### src/rtl/range_remap_table_defines.svh
// Assertion macros shared by the range remap table RTL.
// Each macro expects signals named clk and rst_n in the scope where it is used.
`ifndef RANGE_REMAP_TABLE_DEFINES_SVH
`define RANGE_REMAP_TABLE_DEFINES_SVH

// The consequent must hold in the same cycle as the antecedent.
`define RRT_ASSERT_SAME(label, ante, cons, msg) \
    label: assert property (@(posedge clk) disable iff (!rst_n) (ante) |-> (cons)) \
        else $error(msg);

// The consequent must hold in the cycle after the antecedent.
`define RRT_ASSERT_NEXT(label, ante, cons, msg) \
    label: assert property (@(posedge clk) disable iff (!rst_n) (ante) |=> (cons)) \
        else $error(msg);

`endif

### src/rtl/rrt_pkg.sv
`timescale 1ns / 1ps
`default_nettype none

package rrt_pkg;

    // Operation codes carried in the func field.
    localparam logic [1:0] FUNC_LOAD      = 2'd0;
    localparam logic [1:0] FUNC_TRANSLATE = 2'd1;
    localparam logic [1:0] FUNC_CLEAR     = 2'd2;

    // One beat as it travels down the chain of cells.
    typedef struct packed {
        logic        valid;
        logic [1:0]  func;
        logic [31:0] query;
        logic        found;
        logic [31:0] best_src;
        logic [31:0] best_dst;
        logic [31:0] best_len;
        logic        full;
    } token_t;

endpackage

`default_nettype wire

### src/rtl/rrt_cell.sv
`timescale 1ns / 1ps
`default_nettype none

module rrt_cell
    import rrt_pkg::*;
#(
    parameter int CNT_W = 7,
    parameter int INDEX = 0
)
(
    input  wire logic             clk,
    input  wire logic             rst_n,
    input  wire logic             advance,
    input  wire logic             load_en,
    input  wire logic [CNT_W-1:0] load_ptr,
    input  wire logic [31:0]      load_dst,
    input  wire logic [31:0]      load_src,
    input  wire logic [31:0]      load_len,
    input  wire token_t           tok_in,
    input  wire logic [CNT_W-1:0] cnt_in,
    output token_t                tok_out,
    output logic [CNT_W-1:0]      cnt_out
);

    logic [31:0]      dst_reg;
    logic [31:0]      src_reg;
    logic [31:0]      len_reg;
    token_t           tok_reg;
    token_t           tok_next;
    logic [CNT_W-1:0] cnt_reg;
    logic             take;

    // The stored range is written when a load beat targets this slot.
    always_ff @(posedge clk)
    begin
        if (load_en && (load_ptr == CNT_W'(INDEX)))
        begin
            dst_reg <= load_dst;
            src_reg <= load_src;
            len_reg <= load_len;
        end
    end

    // A translate beat adopts this range if it lies within the table as it stood
    // when the beat was accepted and has the largest source start so far.
    // Ties go to the later slot, which is the more recently loaded range.
    always_comb
    begin
        take = tok_in.valid && (tok_in.func == FUNC_TRANSLATE)
            && (cnt_in > CNT_W'(INDEX)) && (src_reg <= tok_in.query)
            && (!tok_in.found || (src_reg >= tok_in.best_src));
        tok_next = tok_in;
        if (take)
        begin
            tok_next.found    = 1'b1;
            tok_next.best_src = src_reg;
            tok_next.best_dst = dst_reg;
            tok_next.best_len = len_reg;
        end
    end

    // Hand the beat on to the next cell.
    always_ff @(posedge clk or negedge rst_n)
    begin
        if (!rst_n)
        begin
            tok_reg <= '0;
            cnt_reg <= '0;
        end
        else if (advance)
        begin
            tok_reg <= tok_next;
            cnt_reg <= cnt_in;
        end
    end

    assign tok_out = tok_reg;
    assign cnt_out = cnt_reg;

endmodule

`default_nettype wire

### config.mk
export PLATFORM = sky130hd
export DESIGN_NAME = rrt_cell
export DESIGN_NICKNAME = d
export VERILOG_FILES = /design/src/rtl/range_remap_table_defines.svh /design/src/rtl/rrt_pkg.sv /design/src/rtl/rrt_cell.sv
export SDC_FILE = /design/constraint.sdc
export NUM_CORES = 1
export LEC_CHECK = 0
export ABC_CLOCK_PERIOD_IN_PS = 3300
export BUFFER_PORTS_ARGS = -buffer_cell sky130_fd_sc_hd__buf_2
export CELL_PAD_IN_SITES_DETAIL_PLACEMENT = 1
export CELL_PAD_IN_SITES_GLOBAL_PLACEMENT = 2
export CORE_MARGIN = 4
export CORE_UTILIZATION = 31
export DETAILED_ROUTE_END_ITERATION = 6
export PLACE_DENSITY_LB_ADDON = 0.25
export SLEW_MARGIN = 20
export SYNTH_ARGS = -nofsm -noshare
export SYNTH_HDL_FRONTEND = slang
export SYNTH_SLANG_ARGS = --single-unit
### constraint.sdc
create_clock -name clk -period 3.3 [get_ports clk]
set_input_delay 0.165 -clock clk [delete_from_list [all_inputs] [get_ports clk]]
set_output_delay 0.165 -clock clk [all_outputs]
set_load 0.1 [all_outputs]
==> results of run 1 <==
## path summary, 6_finish.rpt
kind / start / to / slack [ps] / cells after the start
max: src_reg[27] / tok_out[56] / 290 / 11
min: advance / tok_out[89] / 90 / 2
max reg2reg: src_reg[27] / tok_out[56] / 290 / 11
min reg2reg: tok_out[102] / tok_out[102] / 500 / 1
max in group asynchronous: rst_n / cnt_out[3] / 2220 / 3
min in group asynchronous: rst_n / tok_out[91] / 250 / 2
## per-layer routing
metal | part of all wire, % | GRT usage (%) | vias to the layer above | wire, um
met5 | 0.033 | 0 | - | 12
met4 | 3.1 | 6.06 | 2 | 1120
met3 | 7.4 | 5.41 | 61 | 2720
met2 | 50 | 33.9 | 289 | 18100
met1 | 40 | 23.4 | 4352 | 14600
li1 | - | - | 4257 | -
## worst max-delay path: cells and delay by family (launching register included)
| kind | cells | cell delay [ps] |
|---|---|---|
| buffers and inverters | 3 | 690 |
| AO/OA/AOI/OAI | 3 | 460 |
| AND/OR/NAND/NOR | 3 | 670 |
| flip-flops | 1 | 420 |
| multiplexers | 1 | 270 |
| adder cells (fa/ha/maj) | 1 | 340 |
## power by group through the flow
stage / Combinational [W] / Clock, W / Sequential [W]
global route: 0.00244 / 0.00321 / 0.00335
CTS: 0.00233 / 0.00308 / 0.00333
global placement: 0.00208 / 0 / 0.00337
finish: 0.00232 / 0.00297 / 0.00333
detailed placement: 0.00210 / 0 / 0.00338
floorplan: 0.000328 / 0 / 0.00461
## cell families (layout without fill, tap and decap cells)
logic type / count (synthesis) / after routing / share of synthesized area, %
compound gates: 154 / 154 / 7.85
mux: 139 / 139 / 13.7
fa+ha+maj: 64 / 64 / 7.59
simple gates: 148 / 148 / 5.99
other cells: 0 / 4 / 0
buf+inv: 100 / 752 / 4.37
flops: 236 / 236 / 60.5
## stage by stage
step / power, W / area [sq um] / worst slack (ps) / instances
4_1_cts: 0.00873 / 16300 / 245 / 1941
3_5_place_dp: 0.00547 / 13000 / 267 / 1654
3_3_place_gp: 0.00546 / 13000 / 323 / 1654
6_report: 0.00862 / 16300 / 285 / 1945
5_1_grt: 0.00900 / 16300 / 35.4 / 1944
2_1_floorplan: 0.00494 / 10600 / 74.5 / 841
## cells in the final DEF, fill, tap and decap left out, types with 2 or more instances in the layout
master	instances
a211oi_1	4
a21o_1	8
a21oi_1	119
a31oi_1	3
and4_1	3
buf_12	6
buf_2	384
buf_4	10
buf_6	2
clkbuf_1	13
clkbuf_16	27
clkbuf_8	7
dfrtp_1	140
diode_2	4
dlygate4sd3_1	237
edfxtp_1	96
ha_1	64
inv_1	63
mux2_2	43
mux2i_1	96
nand2_1	14
nand2b_1	3
nand3_1	2
nand4_1	9
nor2_1	107
nor2b_1	2
nor4_1	4
o211ai_1	2
o21ai_0	13
## layout make-up
cell class	instances	area, sq um	area share [%]
Clock buffer	47	821	5.04
Antenna cell	4	10.0	0.0614
Clock inverter	3	53.8	0.330
Inverter	63	236	1.45
Timing Repair Buffer	639	4510	27.7
Sequential cell	236	6390	39.2
Tap cell	448	561	3.44
Multi-Input combinational cell	505	3720	22.8
## repair_timing
| action | in CTS | in global routing |
|---|---|---|
| hold buffers | 237 | 0 |
| setup endpoints to repair | 0 | 0 |
| hold endpoints to repair | 307 | 0 |
==> run_results.csv, run 1 <==
group,metric,value,unit
worst_hold_path,min_path_type,"input port to register",
worst_setup_path,path_cells,"ha_1 -> nand4_1 -> nor4_1 -> buf_4 -> and3_1 -> a31oi_1 -> a211oi_4 -> buf_4 -> buf_12 -> mux2i_1 -> a21oi_1",
pwr,p_int,0.00558,W
synth,syn_inst,841,
synth,ys_seq_area_share,60.5,%
cts,clkLatencyLatePin,550,ps
route,drtIter0Drc,188,
synth,synth_flop_cell,"dfrtp_1",
grt,grt_start_max_net_pins,129,
synth,synth-edff-count,96,
pwr,switching_power,0.00305,W
placed_design,dp_hpwl,24600,um
cts,cts_tree,"built",
sta,setup_viol,0,
pwr,ir_drop,379,uV
synth,syn_avg_cell_area,12.5,sq um
worst_setup_path,end_kind,"register",
grt,grt_pass1_wl,57000,um
pwr,clkPwrFrac,34.5,%
layout,nets,1783,
pwr,power_leakage,7.18,nW
synth,synth.top_cell.area_share,33.2,%
sta,report.final.slew_viol_count,0,
cts,postCtsSetupBuffers,0,
placed_design,io_buffers,386,
pwr,p_sw_share,35.3,%
cts,clock_sinks,236,
layout,area_growth,54.4,%
grt,antenna_found_initial,4,
route,first_pass_iters,4,
floorplanning,start_util,31.5,%
worst_setup_path,required,3700,ps
sta,min_period_over_period,91.4,%
cts,numCtsBuffers,27,
grt,grt_pass1_vias,10200,
worst_setup_path,worstSetupPathType,"register to register",
flow_run,max-cap-violations,0,
route,route.vias.total,8961,
worst_setup_path,slowest_stage,"edfxtp_1",
sta,slew_headroom,49.9,%
floorplanning,pin_count,387,
sta,finClkSkew,9.46,ps
run_status,status,"completed",
route,avgRoutedWirePerCell,18.8,um
route,routed_wirelength,36600,um
route,ant_nets,0,
floorplanning,num_rows,67,
synth,ys_top_cells_by_count,"dfrtp_1 (140), a21oi_1 (119), nor2_1 (107)",
placed_design,gp_congestion,0.783,
layout,drive_gt1_share,32.4,%
synth,yosysMostFrequentCell,"dfrtp_1",
grt,track_usage,19.4,%
floorplanning,dieArea,37100,sq um
synth,syn_nets,1152,
synth,ys_seq_elements,236,
floorplanning,die_h,193,um
layout,largest_reg_flops,133,
cts,clk_path_buf_depth,3,
floorplanning,fp.dieW,193,um
pwr,seqPwrFrac,38.6,%
grt,overflow,0,
floorplanning,core_area,33500,sq um
layout,fillers,3656,
worst_setup_path,crit_fanout,23,
cts,clock-root-buffer,"clkbuf_16",
sta,grt_setup_unrepaired,"no",
route,drc,0,
synth,yosys-top-cells-area,"dfrtp_1 (33%), edfxtp_1 (27%), mux2i_1 (9.1%)",
pwr,p_comb_share,26.9,%
synth,synth_area,10600,sq um
worst_setup_path,crit_top_cell,"buf_4",
layout,postLayoutCoreUtil,48.6,%
sta,hold_viol,0,
synth,ys_types,33,
sta,worstMarginPinSlew,752,ps
cts,htreeDepth,1,
route,viasPerCell,4.61,
synth,synth_largest_area_cell,"dfrtp_1",
worst_setup_path,crit_arrival,3410,ps
synth,async_reset_ff_share,59.3,%
sta,setup_tns,0,ps
cts,clkTransAtPathRegs,60,ps
worst_setup_path,cp-start-kind,"register",
worst_setup_path,crit_path_max_incr_delay,420,ps
pwr,power_density,529,nW/um^2
synth,yosysWarnings,0,
sta,min_period,3010,ps
cts,cts_resized,0,
sta,fmax,0.332,GHz
sta,holdWs,91.4,ps
Note: power is estimated with default switching activity, not from simulation.
==> run 2, diff against run 1 <==
--- a/config.mk
+++ b/config.mk
@@ -5,12 +5,13 @@
 export SDC_FILE = /design/constraint.sdc
 export NUM_CORES = 1
 export LEC_CHECK = 0
+export ABC_AREA = 1
 export ABC_CLOCK_PERIOD_IN_PS = 3300
 export BUFFER_PORTS_ARGS = -buffer_cell sky130_fd_sc_hd__buf_2
 export CELL_PAD_IN_SITES_DETAIL_PLACEMENT = 1
 export CELL_PAD_IN_SITES_GLOBAL_PLACEMENT = 2
 export CORE_MARGIN = 4
-export CORE_UTILIZATION = 31
+export CORE_UTILIZATION = 29
 export DETAILED_ROUTE_END_ITERATION = 6
 export PLACE_DENSITY_LB_ADDON = 0.25
 export SLEW_MARGIN = 20
==> run 2 against run 1 <==
Routed wire length rose by 20%; design area up 6.8%; via count increased by 25%; register-to-register slack better by 330 ps; maximum frequency rose by 12%; setup slack improved by 330 ps; clock-buffer cell count fell by 2; largest power group is now clock; highest routed layer is now met4.
==> run_results.csv, run 2 <==
group,metric,value,unit
sta,report.final.slew_viol_count,0,
worst_setup_path,required,3750,ps
synth,synth_area,11500,sq um
layout,fin_area,17400,sq um
cts,numCtsBuffers,30,
grt,antenna_found_initial,4,
placed_design,io_buffers,386,
worst_setup_path,worstSetupPathType,"register to register",
cts,htreeDepth,1,
route,viasPerCell,4.51,
floorplanning,dieArea,42700,sq um
synth,ys_types,23,
route,drtIter0Drc,481,
placed_design,dp_hpwl,28600,um
worst_setup_path,critPathBufInv,1,
worst_setup_path,cp-start-kind,"register",
sta,worstMarginPinSlew,855,ps
grt,grt_pass1_wl,68700,um
synth,yosysMostFrequentCell,"nand2_1",
floorplanning,pin_count,387,
cts,cts_resized,0,
layout,nets,2244,
floorplanning,num_rows,72,
grt,grt_start_max_net_pins,97,
route,avgRoutedWirePerCell,17.7,um
worst_setup_path,crit_family,"simple AND/OR/NAND/NOR gates",
sta,grt_setup_unrepaired,"no",
layout,multiInputGateArea,3940,sq um
sta,holdWs,103,ps
sta,min_period,2690,ps
grt,overflow,0,
grt,track_usage,20.3,%
synth,syn_avg_cell_area,8.65,sq um
floorplanning,core_area,38800,sq um
route,first_pass_iters,5,
cts,clk_path_buf_depth,3,
placed_design,gp_congestion,0.763,
sta,min_period_over_period,81.4,%
cts,cts_tree,"built",
synth,ys_top_cells_by_count,"nand2_1 (421), inv_1 (240), nand3_1 (192)",
pwr,power_leakage,9.20,nW
synth,ys_seq_elements,236,
worst_setup_path,crit_arrival,3140,ps
flow_run,max-cap-violations,0,
synth,async_reset_ff_share,59.3,%
run_status,status,"completed",
sta,finClkSkew,15.5,ps
route,route.vias.total,11200,
worst_setup_path,path_cells,"ha_1 -> nand2_1 -> nor3_1 -> nand2_1 -> nand2_1 -> nand2_1 -> nand2_1 -> nand2_4 -> nand2_4 -> buf_12 -> nand2_1 -> nand3_1 -> nand2_1",
route,drc,0,
route,routed_wirelength,43800,um
grt,grt_pass1_vias,12300,
sta,slew_headroom,43.0,%
pwr,power_density,521,nW/um^2
layout,fillers,4592,
floorplanning,start_util,29.5,%
floorplanning,die_h,207,um
synth,ys_seq_area_share,55.8,%
worst_setup_path,crit_path_max_incr_delay,530,ps
cts,clkLatencyLatePin,570,ps
sta,fmax,0.372,GHz
layout,seqCellArea,6390,sq um
sta,setup_tns,0,ps
cts,clock_sinks,236,
cts,clock-root-buffer,"clkbuf_16",
sta,setup_slack,613,ps
layout,drive_gt1_share,23.4,%
synth,synth.top_cell.area_share,30.6,%
synth,syn_inst,1324,
placed_design,placed_area,14000,sq um
cts,clkTransAtPathRegs,60,ps
synth,synth-edff-count,96,
synth,syn_nets,1635,
worst_setup_path,crit_top_cell,"nand2_1",
layout,mostFrequentLayoutCell,"nand2_1",
layout,final_cell_mix,"nand2_1 (420), buf_2 (384), inv_1 (240)",
layout,largest_reg_flops,133,
worst_setup_path,crit_fanout,68,
worst_hold_path,min_path_type,"input port to async pin",
placed_design,place_ws,546,ps
route,ant_nets,0,
floorplanning,fp.dieW,207,um
synth,synth_flop_cell,"dfrtp_1",
sta,setup_viol,0,
synth,yosys-top-cells-area,"dfrtp_1 (31%), edfxtp_1 (25%), nand2_1 (14%)",
pwr,ir_drop,374,uV
cts,postCtsSetupBuffers,0,
synth,yosysWarnings,0,
worst_setup_path,end_kind,"register",
synth,synth_largest_area_cell,"dfrtp_1",
worst_setup_path,slowest_stage,"nor3_1",
layout,area_growth,52.0,%
sta,hold_viol,0,
run 2: final timing paths:
| path | startpoint | endpoint | slack, ps | depth (start not counted) |
|---|---|---|---|---|
| max | src_reg[15] | tok_out[50] | 610 | 13 |
| max in group asynchronous | rst_n | cnt_out[0] | 2250 | 3 |
| min reg2reg | tok_out[72] | tok_out[72] | 470 | 2 |
| min in group clk | advance | tok_out[126] | 160 | 4 |
| min | rst_n | tok_out[113] | 100 | 2 |
| max reg2reg | src_reg[15] | tok_out[50] | 610 | 13 |
run 2: repair_timing:
item	4_1_cts	5_1_grt
endpoints found under the setup margin	0	0
hold buffers	237	0
endpoints found under the hold margin	338	0
run 2: where the power goes:
| part | switching (W) | total (W) | leakage [nW] | internal [W] |
|---|---|---|---|---|
| registers | 0.0000959 | 0.00332 | 2.56 | 0.00323 |
| logic | 0.00182 | 0.00239 | 6.13 | 0.000562 |
| clock network | 0.00133 | 0.00336 | 0.505 | 0.00203 |
| total | 0.00325 | 0.00907 | 9.20 | 0.00582 |
run 2: metal layers:
metal  part of all wire [%]  track usage, %  vias up
met2                     49            35.3      312
met4                    2.3            4.23        0
met3                    6.3            4.76       63
met5                      0               0        -
met1                     43            25.9     5407
li1                       -               -     5390
run 2: area by class of cell:
class                   instances  share of cell area (%)
diodes                          4                  0.0575
flip-flops and latches        236                    36.7
well taps                     518                    3.72
repair buffers                637                    25.8
inverters                     242                    5.25
clock inverters                11                   0.711
multi-input cells             786                    22.6
clock buffers                  45                    5.15
run 2: cells by family (layout without fill, tap and decap cells):
group	after synthesis	count (layout)	synth area share (%)
AO/OA/AOI/OAI	74	74	3.41
buffers and inverters	302	935	10.1
other	0	4	0
flip-flops	236	236	55.8
adder cells (fa/ha/maj)	64	64	6.99
AND/OR/NAND/NOR	648	648	23.7
run 2: through the flow:
| step | utilization, % | instances | total power, W |
|---|---|---|---|
| 3_5_place_dp | 36.1 | 2182 | 0.00554 |
| 2_1_floorplan | - | 1324 | 0.00496 |
| 6_report | 44.8 | 2479 | 0.00907 |
| 3_3_place_gp | 36.1 | 2182 | 0.00552 |
| 4_1_cts | 44.8 | 2475 | 0.00917 |
| 5_1_grt | 44.8 | 2478 | 0.00946 |
