===== src/rtl/range_remap_table_defines.svh =====
// Assertion macros shared by the range remap table RTL.
// Each macro expects signals named clk and rst_n in the scope where it is used.
`ifndef RANGE_REMAP_TABLE_DEFINES_SVH
`define RANGE_REMAP_TABLE_DEFINES_SVH

// The consequent must hold in the same cycle as the antecedent.
`define RRT_ASSERT_SAME(label, ante, cons, msg) \
    label: assert property (@(posedge clk) disable iff (!rst_n) (ante) |-> (cons)) \
        else $error(msg);

// The consequent must hold in the cycle after the antecedent.
`define RRT_ASSERT_NEXT(label, ante, cons, msg) \
    label: assert property (@(posedge clk) disable iff (!rst_n) (ante) |=> (cons)) \
        else $error(msg);

`endif


===== src/rtl/rrt_pkg.sv =====
`timescale 1ns / 1ps
`default_nettype none

package rrt_pkg;

    // Operation codes carried in the func field.
    localparam logic [1:0] FUNC_LOAD      = 2'd0;
    localparam logic [1:0] FUNC_TRANSLATE = 2'd1;
    localparam logic [1:0] FUNC_CLEAR     = 2'd2;

    // One beat as it travels down the chain of cells.
    typedef struct packed {
        logic        valid;
        logic [1:0]  func;
        logic [31:0] query;
        logic        found;
        logic [31:0] best_src;
        logic [31:0] best_dst;
        logic [31:0] best_len;
        logic        full;
    } token_t;

endpackage

`default_nettype wire


===== src/rtl/rrt_out_if.sv =====
`timescale 1ns / 1ps
`default_nettype none

interface rrt_out_if;
    logic        valid;
    logic        ready;
    logic [31:0] mapped_value;
    logic        matched;
    logic        status;

    modport source (
        output valid, mapped_value, matched, status,
        input  ready
    );
    modport sink (
        input  valid, mapped_value, matched, status,
        output ready
    );
endinterface

`default_nettype wire


===== src/rtl/rrt_resolve.sv =====
`timescale 1ns / 1ps
`default_nettype none

module rrt_resolve
    import rrt_pkg::*;
(
    input  wire logic clk,
    input  wire logic rst_n,
    input  wire logic advance,
    input  wire token_t tok_in,
    rrt_out_if.source rsp
);

    logic        valid_reg;
    logic [31:0] mapped_reg;
    logic [31:0] mapped_next;
    logic        matched_reg;
    logic        matched_next;
    logic        status_reg;
    logic        status_next;
    logic [31:0] offset;

    // Only the selected range is tested; the sum wraps modulo 2^32.
    always_comb
    begin
        offset       = tok_in.query - tok_in.best_src;
        mapped_next  = '0;
        matched_next = 1'b0;
        status_next  = 1'b0;
        case (tok_in.func)
            FUNC_LOAD:
            begin
                status_next = tok_in.full;
            end
            FUNC_TRANSLATE:
            begin
                mapped_next = tok_in.query;
                if (tok_in.found && (offset < tok_in.best_len))
                begin
                    mapped_next  = tok_in.best_dst + offset;
                    matched_next = 1'b1;
                end
            end
            default:
            begin
                mapped_next = '0;
            end
        endcase
    end

    // Output register; it holds its beat until the sink takes it.
    always_ff @(posedge clk or negedge rst_n)
    begin
        if (!rst_n)
        begin
            valid_reg <= 1'b0;
        end
        else if (advance)
        begin
            valid_reg <= tok_in.valid;
        end
    end

    always_ff @(posedge clk)
    begin
        if (advance)
        begin
            mapped_reg  <= mapped_next;
            matched_reg <= matched_next;
            status_reg  <= status_next;
        end
    end

    assign rsp.valid        = valid_reg;
    assign rsp.mapped_value = mapped_reg;
    assign rsp.matched      = matched_reg;
    assign rsp.status       = status_reg;

endmodule

`default_nettype wire


===== src/flat_wrapper.sv =====
// flat-port wrapper written by rule: the top's interface ports become plain ports
module rrt_resolve_flat import rrt_pkg::*;
  (clk, rst_n, advance, tok_in, rsp_valid, rsp_mapped_value, rsp_matched, rsp_status, rsp_ready);
  rrt_out_if rsp_i ();
  input  wire logic clk;
  input  wire logic rst_n;
  input  wire logic advance;
  input  wire token_t tok_in;
  output wire logic [$bits(rsp_i.valid)-1:0] rsp_valid;
  output wire logic [$bits(rsp_i.mapped_value)-1:0] rsp_mapped_value;
  output wire logic [$bits(rsp_i.matched)-1:0] rsp_matched;
  output wire logic [$bits(rsp_i.status)-1:0] rsp_status;
  input wire logic [$bits(rsp_i.ready)-1:0] rsp_ready;
  assign rsp_valid = rsp_i.valid;
  assign rsp_mapped_value = rsp_i.mapped_value;
  assign rsp_matched = rsp_i.matched;
  assign rsp_status = rsp_i.status;
  assign rsp_i.ready = rsp_ready;
  rrt_resolve u_core (.clk(clk), .rst_n(rst_n), .advance(advance), .tok_in(tok_in), .rsp(rsp_i));
endmodule

===== config.mk =====
export PLATFORM = sky130hd
export DESIGN_NAME = rrt_resolve_flat
export DESIGN_NICKNAME = d
export VERILOG_FILES = /design/src/rtl/range_remap_table_defines.svh /design/src/rtl/rrt_pkg.sv /design/src/rtl/rrt_out_if.sv /design/src/rtl/rrt_resolve.sv /design/src/flat_wrapper.sv
export SDC_FILE = /design/constraint.sdc
export NUM_CORES = 1
export LEC_CHECK = 0
export BUFFER_PORTS_ARGS = -buffer_cell sky130_fd_sc_hd__buf_2
export CAP_MARGIN = 10
export CORE_MARGIN = 1
export CORE_UTILIZATION = 42
export CTS_BUF_LIST = sky130_fd_sc_hd__clkbuf_16
export CTS_CLUSTER_DIAMETER = 50
export DETAILED_ROUTE_END_ITERATION = 8
export PLACE_DENSITY = 0.72
export SLEW_MARGIN = 15
export SYNTH_ARGS = -nofsm -noshare
export SYNTH_HDL_FRONTEND = slang
export SYNTH_SLANG_ARGS = --single-unit

===== constraint.sdc =====
create_clock -name clk -period 1.1 [get_ports clk]
set_clock_uncertainty 0.15 [all_clocks]
set_input_delay 0.165 -clock clk [delete_from_list [all_inputs] [get_ports clk]]
set_output_delay 0.165 -clock clk [all_outputs]
set_load 0.05 [all_outputs]

==> impl_metrics.tcl, run 1 <==
set metrics [dict create \
    first_pass_iters 5 \
    layout_commonest_cell "buf_4" \
    h-tree-depth 2 \
    worstHoldPathType "primary input to asynchronous set/reset pin" \
    end_kind "register" \
    timing.final.crit_share_pct 425 \
    start_util_pct 43.1 \
    cts_sinks 35 \
    tns_ns -117.06 \
    clk_pin_slew_ns 0.05 \
    hold_viol 0 \
    grt_usage_pct 28.0 \
    avgSynthCellArea_um2 8.00 \
    slew_violations 0 \
    antenna_found_initial 2 \
    fmax_mhz 214 \
    cp.required_ns 0.98 \
    yosysUniqueCellTypes 66 \
    num-fill-cells 1024 \
    yosysWarnings 0 \
    async_flop_share_pct 2.86 \
    wl_per_cell_um 15.9 \
    rsz0062_at_grt "yes" \
    syn-cell-area_um2 5740 \
    gp_congestion 0.942 \
    grt_pass1_wl_mm 31.3 \
    synthCells 717 \
    dieArea_um2 14100 \
    cap_violations 0 \
    final_util_pct 72.5 \
    worst_setup_path_start_kind "primary input" \
    ys_seq_elements 35 \
    drc_errors 0 \
    rrSetupSlack_ns 0.17 \
    numCtsBuffers 5 \
    p_per_area_nw_per_um2 1270 \
    violations "negative setup slack" \
    syn_to_final_growth_pct 68.0 \
    ios 172 \
    grt.overflow.total 0 \
    clkLatencyLatePin_ns 0.28 \
    critical_path.max_fanout 8 \
    largest_reg_flops 32 \
    dr.first_iter.drc_count 464 \
    p_leak_nw 4.96 \
    numPlacedInstances 1268 \
    synth_ff_type "edfxtp_1" \
    setup_violations 68 \
    place_ws_ns -3.98 \
    layoutNonFillerInstCount 1307 \
    cp.arrival_ns 4.55 \
    via_per_inst 5.29 \
    slew_headroom_pct 44.9 \
    die_x_um 119 \
    num_rows 42 \
    whs_ns 0.0483 \
    drive_gt1_share_pct 45.1 \
    crit_type "primary input to register" \
    coreArea_um2 13300 \
    synth-seq-area-share_pct 18.2 \
    layout_common_cells "buf_4 (243), buf_2 (133), ha_1 (85), inv_1 (83), nor2_1 (60)" \
    clock-root-buffer "clkbuf_16" \
    clockBufferDepth 2 \
    cts_tree "built" \
    finalWirelength_mm 20.7 \
    layout_setup_ws_ns -3.58 \
    syn-num-nets 950 \
    hpwl_mm 16.2 \
    port_buffers 170 \
    place_area_um2 8530 \
    fin_crit_ns 4.68 \
    total_power_mw 12.2 \
    worst_pin_slew_ns 0.806 \
    vias 6917 \
    antenna_left 0 \
    synth-edff-count 34 \
    die_height_um 119 \
    status "complete, but fails checks" \
    grt_pass1_vias 6429 \
    max-vdd-ir-drop_mv 0.784 \
    grt_max_degree 25 \
    fin_nets 1361 \
    stdcell_area_um2 9630 \
]
-- layer usage --
layer	up-vias	wire (um)	GRT usage [%]
met5	-	0	0
met4	0	505	9.34
met3	35	1120	2.54
met2	248	9560	45.7
met1	3183	9540	38.8
li1	3451	-	-
-- cell usage after synthesis, types with 7 or more instances --
library cell	n	area, um^2
inv_1	86	323
nand2_1	34	128
nand3_1	17	85.1
ha_1	94	1180
a21o_1	44	330
a31oi_1	10	62.6
mux2i_1	21	210
nor2_1	65	244
o21ai_0	39	195
a211oi_1	12	90.1
nand4_1	19	119
xor2_1	17	149
xnor2_1	28	245
o31ai_1	7	52.6
edfxtp_1	34	1020
a21oi_1	52	260
nor3_1	8	40.0
clkbuf_1	17	63.8
o21a_1	10	75.1
-- cells by family after synthesis --
logic type	count (synthesis)	synth area share [%]
multiplexers	22	3.86
adder cells (fa/ha/maj)	96	21.2
XOR/XNOR	46	7.26
AO/OA/AOI/OAI	219	25.6
AND/OR/NAND/NOR	189	16.5
buffers and inverters	110	7.31
flip-flops	35	18.2
-- critical path, stage by stage --
cell and delay (ns):
buf_2 0.08, inv_1 0.04, ha_1 0.35, o21a_1 0.19, o31a_1 0.14, buf_6 0.14, o311a_4 0.36, nor3_4 0.24
a21oi_4 0.11, o41ai_4 0.43, buf_4 0.20, o31ai_2 0.10, xnor2_1 0.31, ha_1 0.31, nand4_1 0.11, nor2_2 0.06
nand2_2 0.09, nor2_1 0.06, a22oi_1 0.21, o2111a_2 0.28, buf_12 0.15, buf_12 0.14, mux2i_2 0.22, nor2_1 0.05
-- power by group --
group,internal (mW),total [mW],switching [mW]
Sequential,1.63,1.70,0.0606
Combinational,4.56,8.95,4.39
Clock,1.05,1.56,0.506
Total,7.25,12.2,4.95
-- cell type report --
class	count	area, um^2	area share (%)
diodes	2	5.00	0.0520
clock buffers	5	125	1.30
clock inverters	3	38.8	0.403
inverters	86	338	3.51
multi-input cells	572	4700	48.8
flip-flops and latches	35	1050	10.9
well taps	176	220	2.29
repair buffers	428	3150	32.7
-- final timing paths --
| kind | from | end | cells after the start |
|---|---|---|---|
| worst max-delay path | tok_in[67] | u_core.rsp.mapped_value[11] | 24 |
| worst min-delay path | rst_n | u_core.rsp.valid | 2 |
| worst max register to register | u_core.rsp.valid | u_core.rsp.valid | 1 |
| worst min register to register | u_core.rsp.valid | u_core.rsp.valid | 1 |
| max in group asynchronous | rst_n | u_core.rsp.valid | 2 |
| min in group clk | tok_in[131] | u_core.rsp.status | 2 |
-- repair_timing --
action                                  CTS  global route
hold buffers                              2             0
pin swaps                                33            44
endpoints found under the hold margin     2             0
resized for setup                       117            47
endpoints found under the setup margin   68            68
cloned                                    3             0
setup buffers                            17            10
(Power assumes the default switching activity.)
==> run 2: changes to the inputs <==
--- a/config.mk
+++ b/config.mk
@@ -5,14 +5,15 @@
 export SDC_FILE = /design/constraint.sdc
 export NUM_CORES = 1
 export LEC_CHECK = 0
-export BUFFER_PORTS_ARGS = -buffer_cell sky130_fd_sc_hd__buf_2
 export CAP_MARGIN = 10
+export CORE_ASPECT_RATIO = 1.1
 export CORE_MARGIN = 1
 export CORE_UTILIZATION = 42
 export CTS_BUF_LIST = sky130_fd_sc_hd__clkbuf_16
 export CTS_CLUSTER_DIAMETER = 50
 export DETAILED_ROUTE_END_ITERATION = 8
-export PLACE_DENSITY = 0.72
+export DONT_BUFFER_PORTS = 1
+export PLACE_DENSITY = 0.61
 export SLEW_MARGIN = 15
 export SYNTH_ARGS = -nofsm -noshare
 export SYNTH_HDL_FRONTEND = slang
==> impl_metrics.tcl, run 2 (synthesized netlist as in run 1, its figures left out) <==
set metrics [dict create \
    layout_setup_ws_ns -3.52 \
    wl_per_cell_um 17.0 \
    layout_common_cells "buf_4 (199), ha_1 (88), inv_1 (81), nor2_1 (63), a21o_1 (44)" \
    pwr-share-comb_pct 71.1 \
    end_kind "register" \
    diodes 0 \
    h-tree-depth 2 \
    antenna_found_initial 0 \
    critical_path.max_fanout 5 \
    cap_violations 0 \
    antenna_left 0 \
    violations "negative hold slack, negative setup slack" \
    grt_pass1_vias 6639 \
    start_util_pct 43.2 \
    path_delay_family "compound AO/OA/AOI/OAI gates" \
    hpwl_mm 16.0 \
    cts_tree "built" \
    seq_power_share_pct 14.7 \
    power.switching_mw 4.76 \
    fmax_mhz 216 \
    use_met3_pct 4.18 \
    globalRouteMet1Util_pct 31.7 \
    status "complete, but fails checks" \
    place_area_um2 7710 \
    slew_headroom_pct 40.1 \
    fin_nets 1210 \
    grt_usage_pct 27.6 \
    place_ws_ns -4.03 \
    ios 172 \
    top_usage_layer "met2" \
    whs_ns -0.157 \
    critical_path.max_stage_delay_ns 0.38 \
    p_leak_nw 4.34 \
    syn_to_final_growth_pct 55.2 \
    layoutNonFillerInstCount 1162 \
    fin_crit_ns 4.62 \
    worst_pin_slew_ns 0.897 \
    drive_gt1_share_pct 34.3 \
    vias 6439 \
    drc_errors 0 \
    numPlacedInstances 1106 \
    gp_congestion 0.893 \
    worst_setup_path_start_kind "primary input" \
    first_pass_iters 5 \
    max-vdd-ir-drop_mv 0.683 \
    tns_ns -115.26 \
    final_util_pct 67.1 \
    coreArea_um2 13300 \
    p_per_area_nw_per_um2 1310 \
    rsz0062_at_grt "yes" \
    worstHoldPathType "primary input to register" \
    grt_max_degree 36 \
    cp.arrival_ns 4.59 \
    worst-path-buf-inv 6 \
    layout_commonest_cell "buf_4" \
    largest_reg_flops 32 \
    total_power_mw 11.7 \
    num-fill-cells 1094 \
    slowest_stage "fa_2" \
    clkLatencyLatePin_ns 0.28 \
    grt.overflow.total 0 \
    finalWirelength_mm 19.7 \
    cts_sinks 35 \
    via_per_inst 5.54 \
    clock-root-buffer "clkbuf_16" \
    setup_violations 68 \
    p_int_mw 6.94 \
    num_rows 44 \
    die_x_um 113 \
    timing.final.crit_share_pct 420 \
    numCtsBuffers 5 \
    use_met2_pct 51.0 \
    cp.required_ns 1.07 \
    port_buffers 0 \
    clkPwrFrac_pct 14.2 \
    swShare_pct 40.7 \
    crit_type "primary input to register" \
    grt_pass1_wl_mm 31.5 \
    dieArea_um2 14100 \
    die_height_um 125 \
    hold_viol 37 \
    cts-hold-fix-buffers 29 \
    clk_pin_slew_ns 0.06 \
    slew_violations 0 \
    crit_top_cell "a21oi_2" \
    dr.first_iter.drc_count 277 \
    stdcell_area_um2 8900 \
    clockBufferDepth 2 \
]
-- run 2: area by class of cell --
type                    instances  area [um^2]  share of cell area [%]
multi-input cells             572         4680                    52.6
clock buffers                   5          125                    1.41
clock inverters                 3         46.3                   0.520
flip-flops and latches         35         1050                    11.8
repair buffers                277         2420                    27.2
inverters                      86          349                    3.92
well taps                     184          230                    2.59
-- run 2: path summary, 6_finish.rpt --
path                       cells past startpoint  slack [ns]             start                     endpoint
setup / recovery                              26       -3.52        tok_in[98]  u_core.rsp.mapped_value[26]
hold / removal                                 0       -0.16           advance            u_core.rsp.status
setup reg to reg                               1        0.18  u_core.rsp.valid             u_core.rsp.valid
hold reg to reg                                1        0.38  u_core.rsp.valid             u_core.rsp.valid
max in group asynchronous                      2        0.21             rst_n             u_core.rsp.valid
min in group asynchronous                      2        0.48             rst_n             u_core.rsp.valid
-- run 2: layer usage --
metal / wire (um) / vias up
li1: - / 3139
met2: 9910 / 236
met3: 1030 / 53
met5: 0 / -
met1: 8060 / 3011
met4: 735 / 0
-- run 2: repair_timing --
item	CTS	global route
pin swaps	29	20
endpoints found under the hold margin	61	35
resized for setup	101	30
buffers inserted	14	6
gates cloned	2	0
endpoints found under the setup margin	68	68
-- run 2: power by group through the flow --
stage                     Combinational [mW]  Clock (mW)  Sequential, mW
after floorplan                         3.93           0            2.17
after global placement                  7.01           0            1.72
after detailed placement                7.17           0            1.73
after CTS                               8.00        1.67            1.72
after global routing                    8.99        1.71            1.73
final                                   8.31        1.66            1.72
==> run 3: changes to the inputs <==
--- a/config.mk
+++ b/config.mk
@@ -13,7 +13,7 @@
 export CTS_CLUSTER_DIAMETER = 50
 export DETAILED_ROUTE_END_ITERATION = 8
 export DONT_BUFFER_PORTS = 1
-export PLACE_DENSITY = 0.61
+export PLACE_DENSITY_LB_ADDON = 0.05
 export SLEW_MARGIN = 15
 export SYNTH_ARGS = -nofsm -noshare
 export SYNTH_HDL_FRONTEND = slang
==> impl_metrics.tcl, run 3 (synthesized netlist as in run 1, its figures left out) <==
set metrics [dict create \
    status "complete, but fails checks" \
    violations "negative hold slack, negative setup slack" \
    hpwl_mm 16.1 \
    place_area_um2 7780 \
    largest_reg_flops 32 \
    clk_pin_slew_ns 0.06 \
    grt_usage_pct 28.0 \
    via_per_inst 5.45 \
    slew_violations 0 \
    pwr-share-comb_pct 70.7 \
    clkLatencyLatePin_ns 0.28 \
    cp.arrival_ns 4.58 \
    dieArea_um2 14100 \
    fmax_mhz 218 \
    num-fill-cells 1121 \
    rsz0062_at_grt "yes" \
    worst_setup_path_start_kind "primary input" \
    grt_pass1_wl_mm 31.6 \
    clockBufferDepth 2 \
    finalWirelength_mm 20.0 \
    place_ws_ns -4.01 \
    cp.required_ns 1.08 \
    slowest_stage "or3b_4" \
    grt_max_degree 36 \
    die_height_um 125 \
    critical_path.max_fanout 5 \
    p_int_mw 6.88 \
    worst_pin_slew_ns 0.603 \
    fin_crit_ns 4.59 \
    seq_power_share_pct 15.0 \
    drc_errors 0 \
    cts-hold-fix-buffers 29 \
    die_x_um 113 \
    timing.final.crit_share_pct 418 \
    antenna_left 0 \
    slew_headroom_pct 58.8 \
    h-tree-depth 2 \
    cts_sinks 35 \
    num_rows 44 \
    worstHoldPathType "primary input to register" \
    numCtsBuffers 5 \
    dr.first_iter.drc_count 359 \
    ios 172 \
    diodes 0 \
    layout_common_cells "buf_4 (206), ha_1 (86), inv_1 (83), nor2_1 (61)" \
    layout_commonest_cell "buf_4" \
    cap_violations 0 \
    p_leak_nw 4.36 \
    wl_per_cell_um 17.2 \
    antenna_found_initial 0 \
    whs_ns -0.159 \
    clock-root-buffer "clkbuf_16" \
    first_pass_iters 5 \
    stdcell_area_um2 8860 \
    hold_viol 35 \
    clkPwrFrac_pct 14.3 \
    drive_gt1_share_pct 33.1 \
    p_per_area_nw_per_um2 1300 \
    tns_ns -114.71 \
    port_buffers 0 \
    end_kind "register" \
    r2r_cells 1 \
    power.switching_mw 4.66 \
    swShare_pct 40.4 \
    gp_congestion 0.884 \
    setup_violations 68 \
    vias 6353 \
    syn_to_final_growth_pct 54.5 \
    layout_setup_ws_ns -3.49 \
    max-vdd-ir-drop_mv 0.656 \
    crit_type "primary input to register" \
    hold_depth 0 \
    start_util_pct 43.2 \
    path_delay_family "compound AO/OA/AOI/OAI gates" \
    path_depth 26 \
    cts_tree "built" \
    total_power_mw 11.5 \
    grt.overflow.total 0 \
    fin_nets 1214 \
    grt_pass1_vias 6448 \
    worst-path-buf-inv 6 \
    coreArea_um2 13300 \
    critical_path.max_stage_delay_ns 0.37 \
]
[run 3: cell count changes in the layout (fill, tap and decap cells not counted), moves of 3 or more]
cell,delta
buf_6,-6
buf_4,+7
o22ai_2,-5
mux2i_2,-3
mux2i_1,+3
o22ai_1,+5
[run 3: final timing paths]
| kind | from | end | slack, ns |
|---|---|---|---|
| setup / recovery | tok_in[98] | u_core.rsp.mapped_value[16] | -3.49 |
| hold / removal | advance | u_core.rsp.mapped_value[30] | -0.16 |
| setup reg to reg | u_core.rsp.valid | u_core.rsp.valid | 0.14 |
| hold reg to reg | u_core.rsp.valid | u_core.rsp.valid | 0.42 |
| max in group asynchronous | rst_n | u_core.rsp.valid | 0.19 |
| min in group asynchronous | rst_n | u_core.rsp.valid | 0.48 |
[run 3: area by class of cell]
cell class,instances,area [um^2],share of cell area [%]
Tap cell,184,230,2.60
Sequential cell,35,1050,11.8
Clock inverter,3,43.8,0.494
Timing Repair Buffer,281,2470,27.9
Inverter,86,335,3.78
Clock buffer,5,125,1.41
Multi-Input combinational cell,572,4610,52.0
[run 3: routing by layer]
layer / vias up / GRT usage, % / routed length, um
met3: 26 / 4.53 / 1150
met5: - / 0 / 0
met2: 203 / 49.0 / 9790
met1: 2987 / 35.8 / 8730
li1: 3137 / - / -
met4: 0 / 6.27 / 357
[run 3: stage by stage]
stage | instances | util [%]
global placement | 1105 | 58.6
detailed placement | 1105 | 58.6
finish | 1166 | 66.8
floorplan | 717 | -
global route | 1166 | 66.8
CTS | 1163 | 66.2
[run 3: what timing repair did]
item                                    in CTS  in global routing
buffers inserted                            21                  3
endpoints found under the setup margin      68                 68
gates cloned                                 1                  1
pin swaps                                   44                 13
resized for setup                           82                 13
endpoints found under the hold margin       61                 35
[run 3: power groups by stage]
stage               logic (mW)  registers [mW]  clock network, mW
floorplan                 3.93            2.17                  0
global placement          7.10            1.74                  0
detailed placement        7.22            1.73                  0
CTS                       7.96            1.73               1.67
global route              8.86            1.74               1.72
finish                    8.16            1.73               1.65
